===== src/sv/phfs_pkg.sv =====
// ----------------------------------------------------------------------------
// phfs_pkg
// shared types, constants and a lookup function for the header field splitter
// ----------------------------------------------------------------------------
package phfs_pkg;

   // result kinds
   localparam logic [1:0] KIND_BYTE    = 2'd0;
   localparam logic [1:0] KIND_END     = 2'd1;
   localparam logic [1:0] KIND_SUMMARY = 2'd2;

   // configuration register indexes
   localparam logic CSR_SKIP_EMPTY   = 1'b0;
   localparam logic CSR_LENGTH_LIMIT = 1'b1;

   localparam logic [31:0] LENGTH_LIMIT_RESET = 32'd104857600;
   localparam logic [31:0] HDR_END            = 32'd12;
   localparam logic [31:0] TRAILER_BYTES      = 32'd8;
   localparam int          QUEUE_DEPTH        = 4;

   localparam logic [7:0] MAGIC_SEQ [4] = '{8'h24, 8'h04, 8'hFF, 8'h00};
   localparam logic [7:0] DELIM_SEQ [5] = '{8'h7C, 8'h1E, 8'h1E, 8'h1F, 8'h7C};

   // one accepted byte's worth of work for the back end
   typedef struct packed {
      logic [39:0] bytes;       // field bytes, first one in the low byte
      logic [2:0]  nbytes;
      logic        end_en;
      logic        end_empty;
      logic        sum_en;
      logic        hdr_valid;
      logic        hdr_complete;
      logic [31:0] length;
      logic [31:0] command;
      logic        cmd_known;
   } desc_type;

   typedef struct packed {
      logic [1:0]  kind;
      logic [7:0]  field_byte;
      logic        field_empty;
      logic        header_valid;
      logic        header_complete;
      logic [31:0] payload_length;
      logic [31:0] command_code;
      logic        command_known;
      logic        final_result;
   } result_type;

   // command whitelist
   function automatic logic cmd_known(input logic [31:0] c);
      logic k;
      unique case (c)
         32'h01, 32'h03, 32'h05, 32'h06, 32'h08, 32'h0D, 32'h0E, 32'h0F,
         32'h10, 32'h11, 32'h13, 32'h18, 32'h1B, 32'h1D, 32'h21, 32'h22,
         32'h23, 32'h24, 32'h26, 32'h27, 32'h2C, 32'h2F, 32'h28, 32'h2E,
         32'h30, 32'h32, 32'h34, 32'h44, 32'h4B, 32'h4C, 32'h4D, 32'h68,
         32'h92, 32'h95, 32'h96, 32'h98, 32'hA3, 32'hB2, 32'hB3, 32'h8F: k = 1'b1;
         default: k = 1'b0;
      endcase
      return k;
   endfunction

endpackage


===== src/sv/phfs_if.sv =====
// ----------------------------------------------------------------------------
// phfs channel interfaces
// byte input, result output and register write channels
// ----------------------------------------------------------------------------
interface phfs_req_if;
   logic       valid;
   logic       ready;
   logic [7:0] data_byte;
   logic       last_byte;
   modport source (output valid, data_byte, last_byte, input ready);
   modport sink   (input valid, data_byte, last_byte, output ready);
endinterface

interface phfs_rsp_if;
   logic        valid;
   logic        ready;
   logic [1:0]  kind;
   logic [7:0]  field_byte;
   logic        field_empty;
   logic        header_valid;
   logic        header_complete;
   logic [31:0] payload_length;
   logic [31:0] command_code;
   logic        command_known;
   logic        final_result;
   modport source (output valid, kind, field_byte, field_empty, header_valid,
                   header_complete, payload_length, command_code, command_known,
                   final_result, input ready);
   modport sink   (input valid, kind, field_byte, field_empty, header_valid,
                   header_complete, payload_length, command_code, command_known,
                   final_result, output ready);
endinterface

interface phfs_csr_if;
   logic        valid;
   logic        ready;
   logic        addr;
   logic [31:0] wdata;
   modport source (output valid, addr, wdata, input ready);
   modport sink   (input valid, addr, wdata, output ready);
endinterface


===== src/sv/c2_packet_header_field_splitter_top.sv =====
// results pass through the descriptor queue, work register and result register
// throughput: one byte per cycle in while the queue has room, one result
// per cycle out while the output is taken; up to seven results per byte
// the descriptor queue absorbs bursts of multi-result bytes
// reset: synchronous, active high; clears packet state, queue and output valid,
// restores skip_empty to 0 and length_limit to 104857600
// ----------------------------------------------------------------------------
// c2_packet_header_field_splitter_top
// packet header check and payload field splitter on a delimiter sequence
// ----------------------------------------------------------------------------
module c2_packet_header_field_splitter_top import phfs_pkg::*; #(
   parameter int QUEUE_DEPTH_P = QUEUE_DEPTH
) (
   input  logic       clock,
   input  logic       reset,
   phfs_req_if.sink   req_ch,
   phfs_rsp_if.source rsp_ch,
   phfs_csr_if.sink   csr_ch
);

   // front to queue
   logic     q_push;
   logic     q_full;
   desc_type q_data;

   // queue to back
   logic     q_pop;
   logic     q_empty;
   desc_type q_head;

   // front end: accepts one byte per cycle while the queue has room,
   // captures header words, runs the delimiter window and builds a
   // descriptor listing the results the byte causes
   phfs_front u_front (
      .clock  (clock),
      .reset  (reset),
      .req_ch (req_ch),
      .csr_ch (csr_ch),
      .q_full (q_full),
      .q_push (q_push),
      .q_data (q_data)
   );

   // descriptors for bytes with at least one result wait here, so the
   // input keeps flowing while the output side stalls
   phfs_queue #(
      .DEPTH (QUEUE_DEPTH_P)
   ) u_queue (
      .clock     (clock),
      .reset     (reset),
      .push      (q_push),
      .push_data (q_data),
      .full      (q_full),
      .pop       (q_pop),
      .head      (q_head),
      .empty     (q_empty)
   );

   // back end: walks each descriptor, field bytes first, then a field end,
   // then the packet summary, into a registered result transaction
   phfs_back u_back (
      .clock   (clock),
      .reset   (reset),
      .q_empty (q_empty),
      .q_head  (q_head),
      .q_pop   (q_pop),
      .rsp_ch  (rsp_ch)
   );

endmodule


===== src/sv/phfs_front.sv =====
// ----------------------------------------------------------------------------
// phfs_front
// header capture, delimiter matching and per-byte work descriptors
// ----------------------------------------------------------------------------
module phfs_front import phfs_pkg::*; (
   input  logic     clock,
   input  logic     reset,
   phfs_req_if.sink req_ch,
   phfs_csr_if.sink csr_ch,
   input  logic     q_full,
   output logic     q_push,
   output desc_type q_data
);

   logic [31:0] pos_ff, pos_in;
   logic [31:0] len_ff, len_in;
   logic [31:0] cmd_ff, cmd_in;
   logic [31:0] hold_ff, hold_in;
   logic [2:0]  hcnt_ff, hcnt_in;
   logic        magic_ff, magic_in;
   logic        nonempty_ff, nonempty_in;
   logic        finished_ff, finished_in;
   logic        skip_ff;
   logic [31:0] limit_ff;

   logic        accept;
   logic [7:0]  b;
   logic        in_magic, in_len, in_cmd;
   logic        magic_nx;
   logic [31:0] len_nx, cmd_nx, pos_sat;
   logic [32:0] pay_end;
   logic [39:0] cand, shv;
   logic [2:0]  len_c, s_sel, nbytes;
   logic [4:0]  match_vec;
   logic        pay_step, dmatch, pay_flush, last_flush, flush;
   logic        ne_mid, end_en, end_empty, hv, hc_ok;

   assign accept       = req_ch.valid && req_ch.ready;
   assign req_ch.ready = !q_full;
   assign csr_ch.ready = 1'b1;
   assign b            = req_ch.data_byte;

   // header region decode and capture
   always_comb begin
      in_magic = (pos_ff[31:2] == 30'd0);
      in_len   = (pos_ff[31:3] == 29'd0) && pos_ff[2];
      in_cmd   = (pos_ff[31:4] == 28'd0) && (pos_ff[3:2] == 2'b10);
      magic_nx = magic_ff && !(in_magic && (b != MAGIC_SEQ[pos_ff[1:0]]));
      len_nx   = len_ff;
      cmd_nx   = cmd_ff;
      if (in_len) begin
         len_nx[{pos_ff[1:0], 3'b000} +: 8] = b;
      end
      if (in_cmd) begin
         cmd_nx[{pos_ff[1:0], 3'b000} +: 8] = b;
      end
      pos_sat = (pos_ff == 32'hFFFF_FFFF) ? pos_ff : pos_ff + 32'd1;
      pay_end = {1'b0, len_ff} + {1'b0, TRAILER_BYTES};
   end

   // candidate window: held bytes then the new byte
   always_comb begin
      len_c = hcnt_ff + 3'd1;
      cand  = '0;
      for (int i = 0; i < 4; i++) begin
         cand[i*8 +: 8] = (3'(i) < hcnt_ff) ? hold_ff[i*8 +: 8] : b;
      end
      cand[39:32] = b;
   end

   // tail of the window that is still a delimiter prefix
   always_comb begin
      for (int s = 0; s < 5; s++) begin
         match_vec[s] = 1'b1;
         for (int j = 0; j < 5; j++) begin
            if ((s + j < 5) && (4'(s + j) < {1'b0, len_c})) begin
               if (cand[(s+j)*8 +: 8] != DELIM_SEQ[j]) begin
                  match_vec[s] = 1'b0;
               end
            end
         end
      end
      s_sel = len_c;
      for (int s = 4; s >= 0; s--) begin
         if ((3'(s) < len_c) && match_vec[s]) begin
            s_sel = 3'(s);
         end
      end
      shv = cand >> {s_sel, 3'b000};
   end

   always_comb begin
      pay_step   = !in_magic && !in_len && !in_cmd && !finished_ff &&
                   ({1'b0, pos_ff} < pay_end) && magic_ff && (len_ff < limit_ff);
      dmatch     = pay_step && (len_c == 3'd5) && match_vec[0];
      pay_flush  = pay_step && (({1'b0, pos_ff} + 33'd1) == pay_end);
      last_flush = req_ch.last_byte && !finished_ff && !pay_flush;
      flush      = pay_flush || last_flush;

      if (dmatch) begin
         nbytes = 3'd0;
      end else if (pay_step) begin
         nbytes = flush ? len_c : s_sel;
      end else begin
         nbytes = flush ? hcnt_ff : 3'd0;
      end
      ne_mid = !dmatch && (nonempty_ff || (nbytes != 3'd0));

      if (dmatch) begin
         end_en    = nonempty_ff || !skip_ff;
         end_empty = !nonempty_ff;
      end else begin
         end_en    = flush && ne_mid;
         end_empty = 1'b0;
      end

      hv    = (pos_sat >= HDR_END) && magic_nx && (len_nx < limit_ff);
      hc_ok = {1'b0, pos_sat} >= ({1'b0, len_nx} + {1'b0, TRAILER_BYTES});
   end

   // next packet state
   always_comb begin
      pos_in      = pos_ff;
      len_in      = len_ff;
      cmd_in      = cmd_ff;
      magic_in    = magic_ff;
      hold_in     = hold_ff;
      hcnt_in     = hcnt_ff;
      nonempty_in = nonempty_ff;
      finished_in = finished_ff;
      if (accept) begin
         if (req_ch.last_byte) begin
            pos_in      = '0;
            len_in      = '0;
            cmd_in      = '0;
            magic_in    = 1'b1;
            hcnt_in     = '0;
            nonempty_in = 1'b0;
            finished_in = 1'b0;
         end else begin
            pos_in      = pos_sat;
            len_in      = len_nx;
            cmd_in      = cmd_nx;
            magic_in    = magic_nx;
            finished_in = finished_ff || pay_flush;
            if (dmatch || flush) begin
               hcnt_in     = '0;
               nonempty_in = 1'b0;
            end else if (pay_step) begin
               hold_in     = shv[31:0];
               hcnt_in     = len_c - s_sel;
               nonempty_in = ne_mid;
            end
         end
      end
   end

   always_comb begin
      q_data.bytes        = cand;
      q_data.nbytes       = nbytes;
      q_data.end_en       = end_en;
      q_data.end_empty    = end_empty;
      q_data.sum_en       = req_ch.last_byte;
      q_data.hdr_valid    = hv;
      q_data.hdr_complete = hc_ok;
      q_data.length       = len_nx;
      q_data.command      = cmd_nx;
      q_data.cmd_known    = cmd_known(cmd_nx);
      q_push = accept && ((nbytes != 3'd0) || end_en || req_ch.last_byte);
   end

   always_ff @(posedge clock) begin
      if (reset) begin
         pos_ff      <= '0;
         len_ff      <= '0;
         cmd_ff      <= '0;
         magic_ff    <= 1'b1;
         hcnt_ff     <= '0;
         nonempty_ff <= 1'b0;
         finished_ff <= 1'b0;
         skip_ff     <= 1'b0;
         limit_ff    <= LENGTH_LIMIT_RESET;
      end else begin
         pos_ff      <= pos_in;
         len_ff      <= len_in;
         cmd_ff      <= cmd_in;
         magic_ff    <= magic_in;
         hcnt_ff     <= hcnt_in;
         nonempty_ff <= nonempty_in;
         finished_ff <= finished_in;
         if (csr_ch.valid && csr_ch.ready) begin
            unique case (csr_ch.addr)
               CSR_SKIP_EMPTY:   skip_ff  <= csr_ch.wdata[0];
               CSR_LENGTH_LIMIT: limit_ff <= csr_ch.wdata;
               default:          skip_ff  <= skip_ff;
            endcase
         end
      end
   end

   always_ff @(posedge clock) begin
      hold_ff <= hold_in;
   end

`ifndef SYNTH
   a_hold_bound: assert property (@(posedge clock) disable iff (reset)
      hcnt_ff <= 3'd4)
      else $error("hold window count out of range");

   a_last_clears: assert property (@(posedge clock) disable iff (reset)
      (accept && req_ch.last_byte) |=> (pos_ff == '0 && hcnt_ff == '0 && !finished_ff))
      else $error("packet state not cleared after last byte");
`endif

endmodule


===== src/sv/phfs_queue.sv =====
// ----------------------------------------------------------------------------
// phfs_queue
// short descriptor queue between front and back end
// ----------------------------------------------------------------------------
module phfs_queue import phfs_pkg::*; #(
   parameter int DEPTH = QUEUE_DEPTH
) (
   input  logic     clock,
   input  logic     reset,
   input  logic     push,
   input  desc_type push_data,
   output logic     full,
   input  logic     pop,
   output desc_type head,
   output logic     empty
);

   localparam int PTR_W = (DEPTH > 1) ? $clog2(DEPTH) : 1;
   localparam int CNT_W = $clog2(DEPTH + 1);

   desc_type             mem_ff [DEPTH];
   logic [PTR_W-1:0]     wr_ff, wr_in, rd_ff, rd_in;
   logic [CNT_W-1:0]     cnt_ff, cnt_in;

   assign full  = (cnt_ff == CNT_W'(DEPTH));
   assign empty = (cnt_ff == '0);
   assign head  = mem_ff[rd_ff];

   always_comb begin
      wr_in  = wr_ff;
      rd_in  = rd_ff;
      cnt_in = cnt_ff;
      if (push) begin
         wr_in = (wr_ff == PTR_W'(DEPTH - 1)) ? '0 : wr_ff + 1'b1;
      end
      if (pop) begin
         rd_in = (rd_ff == PTR_W'(DEPTH - 1)) ? '0 : rd_ff + 1'b1;
      end
      if (push && !pop) begin
         cnt_in = cnt_ff + 1'b1;
      end else if (pop && !push) begin
         cnt_in = cnt_ff - 1'b1;
      end
   end

   always_ff @(posedge clock) begin
      if (reset) begin
         wr_ff  <= '0;
         rd_ff  <= '0;
         cnt_ff <= '0;
      end else begin
         wr_ff  <= wr_in;
         rd_ff  <= rd_in;
         cnt_ff <= cnt_in;
      end
   end

   always_ff @(posedge clock) begin
      if (push) begin
         mem_ff[wr_ff] <= push_data;
      end
   end

`ifndef SYNTH
   a_no_overflow: assert property (@(posedge clock) disable iff (reset)
      !(push && full))
      else $error("descriptor queue overflow");

   a_no_underflow: assert property (@(posedge clock) disable iff (reset)
      !(pop && empty))
      else $error("descriptor queue underflow");
`endif

endmodule


===== src/sv/phfs_back.sv =====
// ----------------------------------------------------------------------------
// phfs_back
// expands descriptors into result transactions, one per cycle while the output is taken
// ----------------------------------------------------------------------------
module phfs_back import phfs_pkg::*; (
   input  logic       clock,
   input  logic       reset,
   input  logic       q_empty,
   input  desc_type   q_head,
   output logic       q_pop,
   phfs_rsp_if.source rsp_ch
);

   desc_type   work_ff, work_in, work_nx;
   logic       work_vld_ff, work_vld_in;
   result_type rsp_ff, rsp_in, res;
   logic       rsp_vld_ff, rsp_vld_in;
   logic       out_load, emit, remain, work_free;

   assign out_load = !rsp_vld_ff || rsp_ch.ready;
   assign emit     = work_vld_ff && out_load;

   // next result of the current descriptor and what is left of it
   always_comb begin
      work_nx = work_ff;
      res     = '0;
      if (work_ff.nbytes != 3'd0) begin
         res.kind        = KIND_BYTE;
         res.field_byte  = work_ff.bytes[7:0];
         work_nx.bytes   = work_ff.bytes >> 8;
         work_nx.nbytes  = work_ff.nbytes - 3'd1;
      end else if (work_ff.end_en) begin
         res.kind        = KIND_END;
         res.field_empty = work_ff.end_empty;
         work_nx.end_en  = 1'b0;
      end else begin
         res.kind            = KIND_SUMMARY;
         res.header_valid    = work_ff.hdr_valid;
         res.header_complete = work_ff.hdr_complete;
         res.payload_length  = work_ff.length;
         res.command_code    = work_ff.command;
         res.command_known   = work_ff.cmd_known;
         res.final_result    = 1'b1;
         work_nx.sum_en      = 1'b0;
      end
      remain = (work_nx.nbytes != 3'd0) || work_nx.end_en || work_nx.sum_en;
   end

   always_comb begin
      work_free   = !work_vld_ff || (out_load && !remain);
      q_pop       = work_free && !q_empty;
      work_vld_in = q_pop || (work_vld_ff && !work_free);
      work_in     = q_pop ? q_head : (emit ? work_nx : work_ff);
      rsp_vld_in  = out_load ? emit : rsp_vld_ff;
      rsp_in      = emit ? res : rsp_ff;
   end

   always_ff @(posedge clock) begin
      if (reset) begin
         work_vld_ff <= 1'b0;
         rsp_vld_ff  <= 1'b0;
      end else begin
         work_vld_ff <= work_vld_in;
         rsp_vld_ff  <= rsp_vld_in;
      end
   end

   always_ff @(posedge clock) begin
      work_ff <= work_in;
      rsp_ff  <= rsp_in;
   end

   assign rsp_ch.valid           = rsp_vld_ff;
   assign rsp_ch.kind            = rsp_ff.kind;
   assign rsp_ch.field_byte      = rsp_ff.field_byte;
   assign rsp_ch.field_empty     = rsp_ff.field_empty;
   assign rsp_ch.header_valid    = rsp_ff.header_valid;
   assign rsp_ch.header_complete = rsp_ff.header_complete;
   assign rsp_ch.payload_length  = rsp_ff.payload_length;
   assign rsp_ch.command_code    = rsp_ff.command_code;
   assign rsp_ch.command_known   = rsp_ff.command_known;
   assign rsp_ch.final_result    = rsp_ff.final_result;

`ifndef SYNTH
   a_rsp_from_work: assert property (@(posedge clock) disable iff (reset)
      $rose(rsp_vld_ff) |-> $past(work_vld_ff))
      else $error("result issued without a descriptor in work");
`endif

endmodule


===== src/flat_wrapper.sv =====
// flat-port wrapper written by rule: the top's interface ports become plain ports
module c2_packet_header_field_splitter_top_flat import phfs_pkg::*;
#(
   parameter int QUEUE_DEPTH_P = QUEUE_DEPTH
)
  (clock, reset, req_ch_valid, req_ch_data_byte, req_ch_last_byte, req_ch_ready, rsp_ch_valid, rsp_ch_kind, rsp_ch_field_byte, rsp_ch_field_empty, rsp_ch_header_valid, rsp_ch_header_complete, rsp_ch_payload_length, rsp_ch_command_code, rsp_ch_command_known, rsp_ch_final_result, rsp_ch_ready, csr_ch_valid, csr_ch_addr, csr_ch_wdata, csr_ch_ready);
  phfs_req_if req_ch_i ();
  phfs_rsp_if rsp_ch_i ();
  phfs_csr_if csr_ch_i ();
  input  logic clock;
  input  logic reset;
  input wire logic [$bits(req_ch_i.valid)-1:0] req_ch_valid;
  input wire logic [$bits(req_ch_i.data_byte)-1:0] req_ch_data_byte;
  input wire logic [$bits(req_ch_i.last_byte)-1:0] req_ch_last_byte;
  output wire logic [$bits(req_ch_i.ready)-1:0] req_ch_ready;
  output wire logic [$bits(rsp_ch_i.valid)-1:0] rsp_ch_valid;
  output wire logic [$bits(rsp_ch_i.kind)-1:0] rsp_ch_kind;
  output wire logic [$bits(rsp_ch_i.field_byte)-1:0] rsp_ch_field_byte;
  output wire logic [$bits(rsp_ch_i.field_empty)-1:0] rsp_ch_field_empty;
  output wire logic [$bits(rsp_ch_i.header_valid)-1:0] rsp_ch_header_valid;
  output wire logic [$bits(rsp_ch_i.header_complete)-1:0] rsp_ch_header_complete;
  output wire logic [$bits(rsp_ch_i.payload_length)-1:0] rsp_ch_payload_length;
  output wire logic [$bits(rsp_ch_i.command_code)-1:0] rsp_ch_command_code;
  output wire logic [$bits(rsp_ch_i.command_known)-1:0] rsp_ch_command_known;
  output wire logic [$bits(rsp_ch_i.final_result)-1:0] rsp_ch_final_result;
  input wire logic [$bits(rsp_ch_i.ready)-1:0] rsp_ch_ready;
  input wire logic [$bits(csr_ch_i.valid)-1:0] csr_ch_valid;
  input wire logic [$bits(csr_ch_i.addr)-1:0] csr_ch_addr;
  input wire logic [$bits(csr_ch_i.wdata)-1:0] csr_ch_wdata;
  output wire logic [$bits(csr_ch_i.ready)-1:0] csr_ch_ready;
  assign req_ch_i.valid = req_ch_valid;
  assign req_ch_i.data_byte = req_ch_data_byte;
  assign req_ch_i.last_byte = req_ch_last_byte;
  assign req_ch_ready = req_ch_i.ready;
  assign rsp_ch_valid = rsp_ch_i.valid;
  assign rsp_ch_kind = rsp_ch_i.kind;
  assign rsp_ch_field_byte = rsp_ch_i.field_byte;
  assign rsp_ch_field_empty = rsp_ch_i.field_empty;
  assign rsp_ch_header_valid = rsp_ch_i.header_valid;
  assign rsp_ch_header_complete = rsp_ch_i.header_complete;
  assign rsp_ch_payload_length = rsp_ch_i.payload_length;
  assign rsp_ch_command_code = rsp_ch_i.command_code;
  assign rsp_ch_command_known = rsp_ch_i.command_known;
  assign rsp_ch_final_result = rsp_ch_i.final_result;
  assign rsp_ch_i.ready = rsp_ch_ready;
  assign csr_ch_i.valid = csr_ch_valid;
  assign csr_ch_i.addr = csr_ch_addr;
  assign csr_ch_i.wdata = csr_ch_wdata;
  assign csr_ch_ready = csr_ch_i.ready;
  c2_packet_header_field_splitter_top #(.QUEUE_DEPTH_P(QUEUE_DEPTH_P)) u_core (.clock(clock), .reset(reset), .req_ch(req_ch_i), .rsp_ch(rsp_ch_i), .csr_ch(csr_ch_i));
endmodule

===== config.mk =====
export PLATFORM = sky130hd
export DESIGN_NAME = c2_packet_header_field_splitter_top_flat
export DESIGN_NICKNAME = d
export VERILOG_FILES = /design/src/sv/phfs_pkg.sv /design/src/sv/phfs_if.sv /design/src/sv/c2_packet_header_field_splitter_top.sv /design/src/sv/phfs_front.sv /design/src/sv/phfs_queue.sv /design/src/sv/phfs_back.sv /design/src/flat_wrapper.sv
export SDC_FILE = /design/constraint.sdc
export NUM_CORES = 1
export LEC_CHECK = 0
export ABC_AREA = 1
export BUFFER_PORTS_ARGS = -buffer_cell sky130_fd_sc_hd__clkbuf_2
export CAP_MARGIN = 5
export CELL_PAD_IN_SITES_DETAIL_PLACEMENT = 0
export CELL_PAD_IN_SITES_GLOBAL_PLACEMENT = 2
export CORE_MARGIN = 2
export CORE_UTILIZATION = 36
export DETAILED_ROUTE_END_ITERATION = 8
export PLACE_DENSITY = 0.73
export SLEW_MARGIN = 20
export SYNTH_ARGS = -nofsm -noshare
export SYNTH_HDL_FRONTEND = slang
export SYNTH_SLANG_ARGS = --single-unit

===== constraint.sdc =====
create_clock -name clock -period 8.3 [get_ports clock]
set_input_delay 1.66 -clock clock [delete_from_list [all_inputs] [get_ports clock]]
set_output_delay 1.66 -clock clock [all_outputs]
set_load 0.01 [all_outputs]

==> impl_metrics.csv <==
group,metric,value,unit
run_status,outcome,"finished, final reports clean",
sta,skew,0.0337,ns
synth,postSynthAreaPerCell,9.36,sq um
placement,placed_cell_area,42600,sq um
critical_path,critical_path_required,8.71,ns
sta,rsz0062_at_grt,"false",
grt,met2_usage,35.2,%
run,maxCapViolations,0,
power,p_leak,17.7,nW
sta,fin_ws,2.04,ns
route,vias,30300,
synth,syn_inst,4267,
critical_path,slowest_stage,"o22ai_2",
clock_network,cts_max_level,3,
floorplanning,ios,129,
power,powerDensity,267,nW/um^2
critical_path,cp_top_family,"simple AND/OR/NAND/NOR gates",
placement,dpl.hpwl,91000,um
sta,fmax,160,MHz
synth,ys.flop_type,"edfxtp_1",
floorplanning,die_y,337,um
sta,worstMarginPinSlew,1.15,ns
grt,overflow,0,
critical_path,path_buf_inv,5,
clock_network,numClockSinks,821,
grt,busiest_layer,"met2",
cells_and_area,final_common_cell,"nand2_1",
route,wl_per_cell,21.8,um
critical_path,crit_cells,27,
synth,synthTopCellsByArea,"edfxtp_1 51%, nand2_1 8.4%, dfxtp_1 7.3%",
synth,synth_top_area_share,50.7,%
grt,gr-usage-met3,2.80,%
cells_and_area,diodes,0,
placement,port_buffers,127,
clock_network,post_cts_resized,0,
critical_path,end_kind,"register",
critical_path,arrival,6.67,ns
placement,gp_congestion,0.878,
critical_path,path_max_fanout,15,
cells_and_area,final_cell_mix,"894 x nand2_1, 675 x edfxtp_1, 629 x nor2_1",
floorplanning,die_w,337,um
power,power,12.1,mW
clock_network,insertion_delay,0.68,ns
synth,synth-seq-area-share,58.0,%
synth,ys_warn_count,0,
floorplanning,start_util,36.2,%
worst_hold_path,hold_depth,2,
synth,yosysTopAreaCell,"edfxtp_1",
clock_network,clock-root-buffer,"clkbuf_16",
synth,synth_cell_types,66,
power,ir_drop,196,uV
sta,setup_tns,0,ns
sta,period_share,75.4,%
grt,use_met1,32.2,%
route,first_pass_iters,5,
synth,async_flop_share,0,%
route,drt_wl_total,130000,um
clock_network,path_clk_slew,0.06,ns
critical_path,critical_path.max_stage_delay,0.63,ns
route,ant_nets,0,
worst_hold_path,min_path_type,"register to register",
cells_and_area,area_growth,13.6,%
cells_and_area,drive_above_1_share,9.70,%
critical_path,start_kind,"register",
cells_and_area,post-route-cell-area,45400,sq um
clock_network,cts_setup_buffers,0,
grt,first_global_vias,28400,
synth,synth_edf_count,675,
clock_network,cts_hold_buf,0,
synth,syn-cell-area,40000,sq um
clock_network,cts_tree,"built",
synth,ys_seq_elements,821,
sta,slew_violations,0,
sta,whs,0.463,ns
grt,antenna_found_initial,4,
critical_path,crit_type,"register to register",
placement,dp_cells,5772,
route,drtIter0Drc,2407,
cells_and_area,final_cells,5941,
grt,grt_max_degree,145,
grt,grt_pass1_wl,191000,um
floorplanning,design.die.area,114000,sq um
critical_path,r2r_cells,27,
critical_path,crit_top_cell,"inv_1",
cells_and_area,final_core_util,41.1,%
sta,fin_crit,6.26,ns
clock_network,clockBufferDepth,3,
sta,max-slew-margin-rel,22.6,%
floorplanning,core_area,110000,sq um
cells_and_area,fin_nets,4571,
sta,setup_viol,0,
route,drc_errors,0,
clock_network,numCtsBuffers,90,
sta,hold_viol,0,
synth,syn_nets,4462,
route,vias_per_cell,5.10,
grt,track_usage,22.7,%
placement,dp_slack,1.80,ns
floorplanning,num_rows,122,
final timing paths:
check	slack, ns	startpoint	endpoint
setup / recovery	2.04	u_core.u_front.pos_ff[0]	u_core.u_queue.mem_ff[0][65]
hold / removal	0.46	u_core.u_front.cmd_ff[23]	u_core.u_front.cmd_ff[23]
setup reg to reg	2.04	u_core.u_front.pos_ff[0]	u_core.u_queue.mem_ff[0][65]
hold reg to reg	0.46	u_core.u_front.cmd_ff[23]	u_core.u_front.cmd_ff[23]
metal layers:
metal,wire (um),up-vias,share of wire [%]
li1,-,14800,-
met1,60700,14500,47
met2,57900,746,45
met3,6220,167,4.8
met4,4910,0,3.8
met5,0,-,0
worst min-delay path: stages (launching register included):
cell	delay (ns)
dfxtp_1	0.30
nand2_1	0.06
a21oi_1	0.06
logic make-up (layout without fill, tap and decap cells):
logic type,Yosys count,after routing,share of synthesized area (%)
buffers and inverters,563,749,5.42
adders and majority gates,148,148,4.67
other,1,1,0.00939
DFF,821,821,58.0
AOI/OAI and AO/OA,839,839,11.7
and+or+nand+nor,1849,1849,19.1
muxes,5,5,0.125
xor gates and xnor gates,41,41,0.899
flip-flops by register name, indices dropped and copies added (netlist names), 2 cells and up, named ones only:
name and count:
u_core.u_front.hold_ff 32, u_core.u_back.rsp_ch.payload_length 32, u_core.u_back.work_ff 113, u_core.u_front.len_ff 32, u_core.u_back.rsp_ch.kind 2, u_core.u_queue.cnt_ff 3
u_core.u_front.hcnt_ff 3, u_core.u_front.pos_ff 32, u_core.u_front.limit_ff 32, u_core.u_queue.wr_ff 2, u_core.u_queue.mem_ff 452, u_core.u_back.rsp_ch.command_code 32
u_core.u_front.cmd_ff 32, u_core.u_back.rsp_ch.field_byte 8, u_core.u_queue.rd_ff 2
Yosys cell counts (3+ instances only):
master and n:
nand2_1 897, o32ai_1 8, clkbuf_1 152, nand3_2 4, buf_1 16, inv_2 14
a211oi_1 5, o211ai_1 6, buf_2 11, nor4_2 3, or2_2 4, edfxtp_1 675
buf_4 6, nand4_1 37, o21ai_0 369, xor2_1 32, xnor2_1 9, o221ai_1 10
nor3_1 38, o22ai_1 40, nor2_1 635, nor2_2 17, a32o_1 32, nand2_2 7
o31ai_1 6, nor2_4 8, a21o_1 5, ha_1 146, nand3b_1 5, dfxtp_1 146
a21oi_1 315, nor3b_1 3, mux2i_1 5, nand3_1 159, o21bai_1 6, o22ai_2 9
nor3_2 3, inv_1 361, nand4_2 4, o21ai_1 12, nor4_1 16
cell type report:
class	count	area, sq um
multi-input cells	2883	14700
repair buffers	204	1380
inverters	376	1420
fillers	10900	65000
clock inverters	47	304
clock buffers	122	2510
well taps	1488	1860
flip-flops and latches	821	23200
power breakdown:
part,switching (mW),internal (mW),leakage [nW]
Sequential,0.207,5.26,7.95
Combinational,2.06,0.749,8.37
Clock,1.69,2.16,1.37
(Power assumes the default switching activity.)
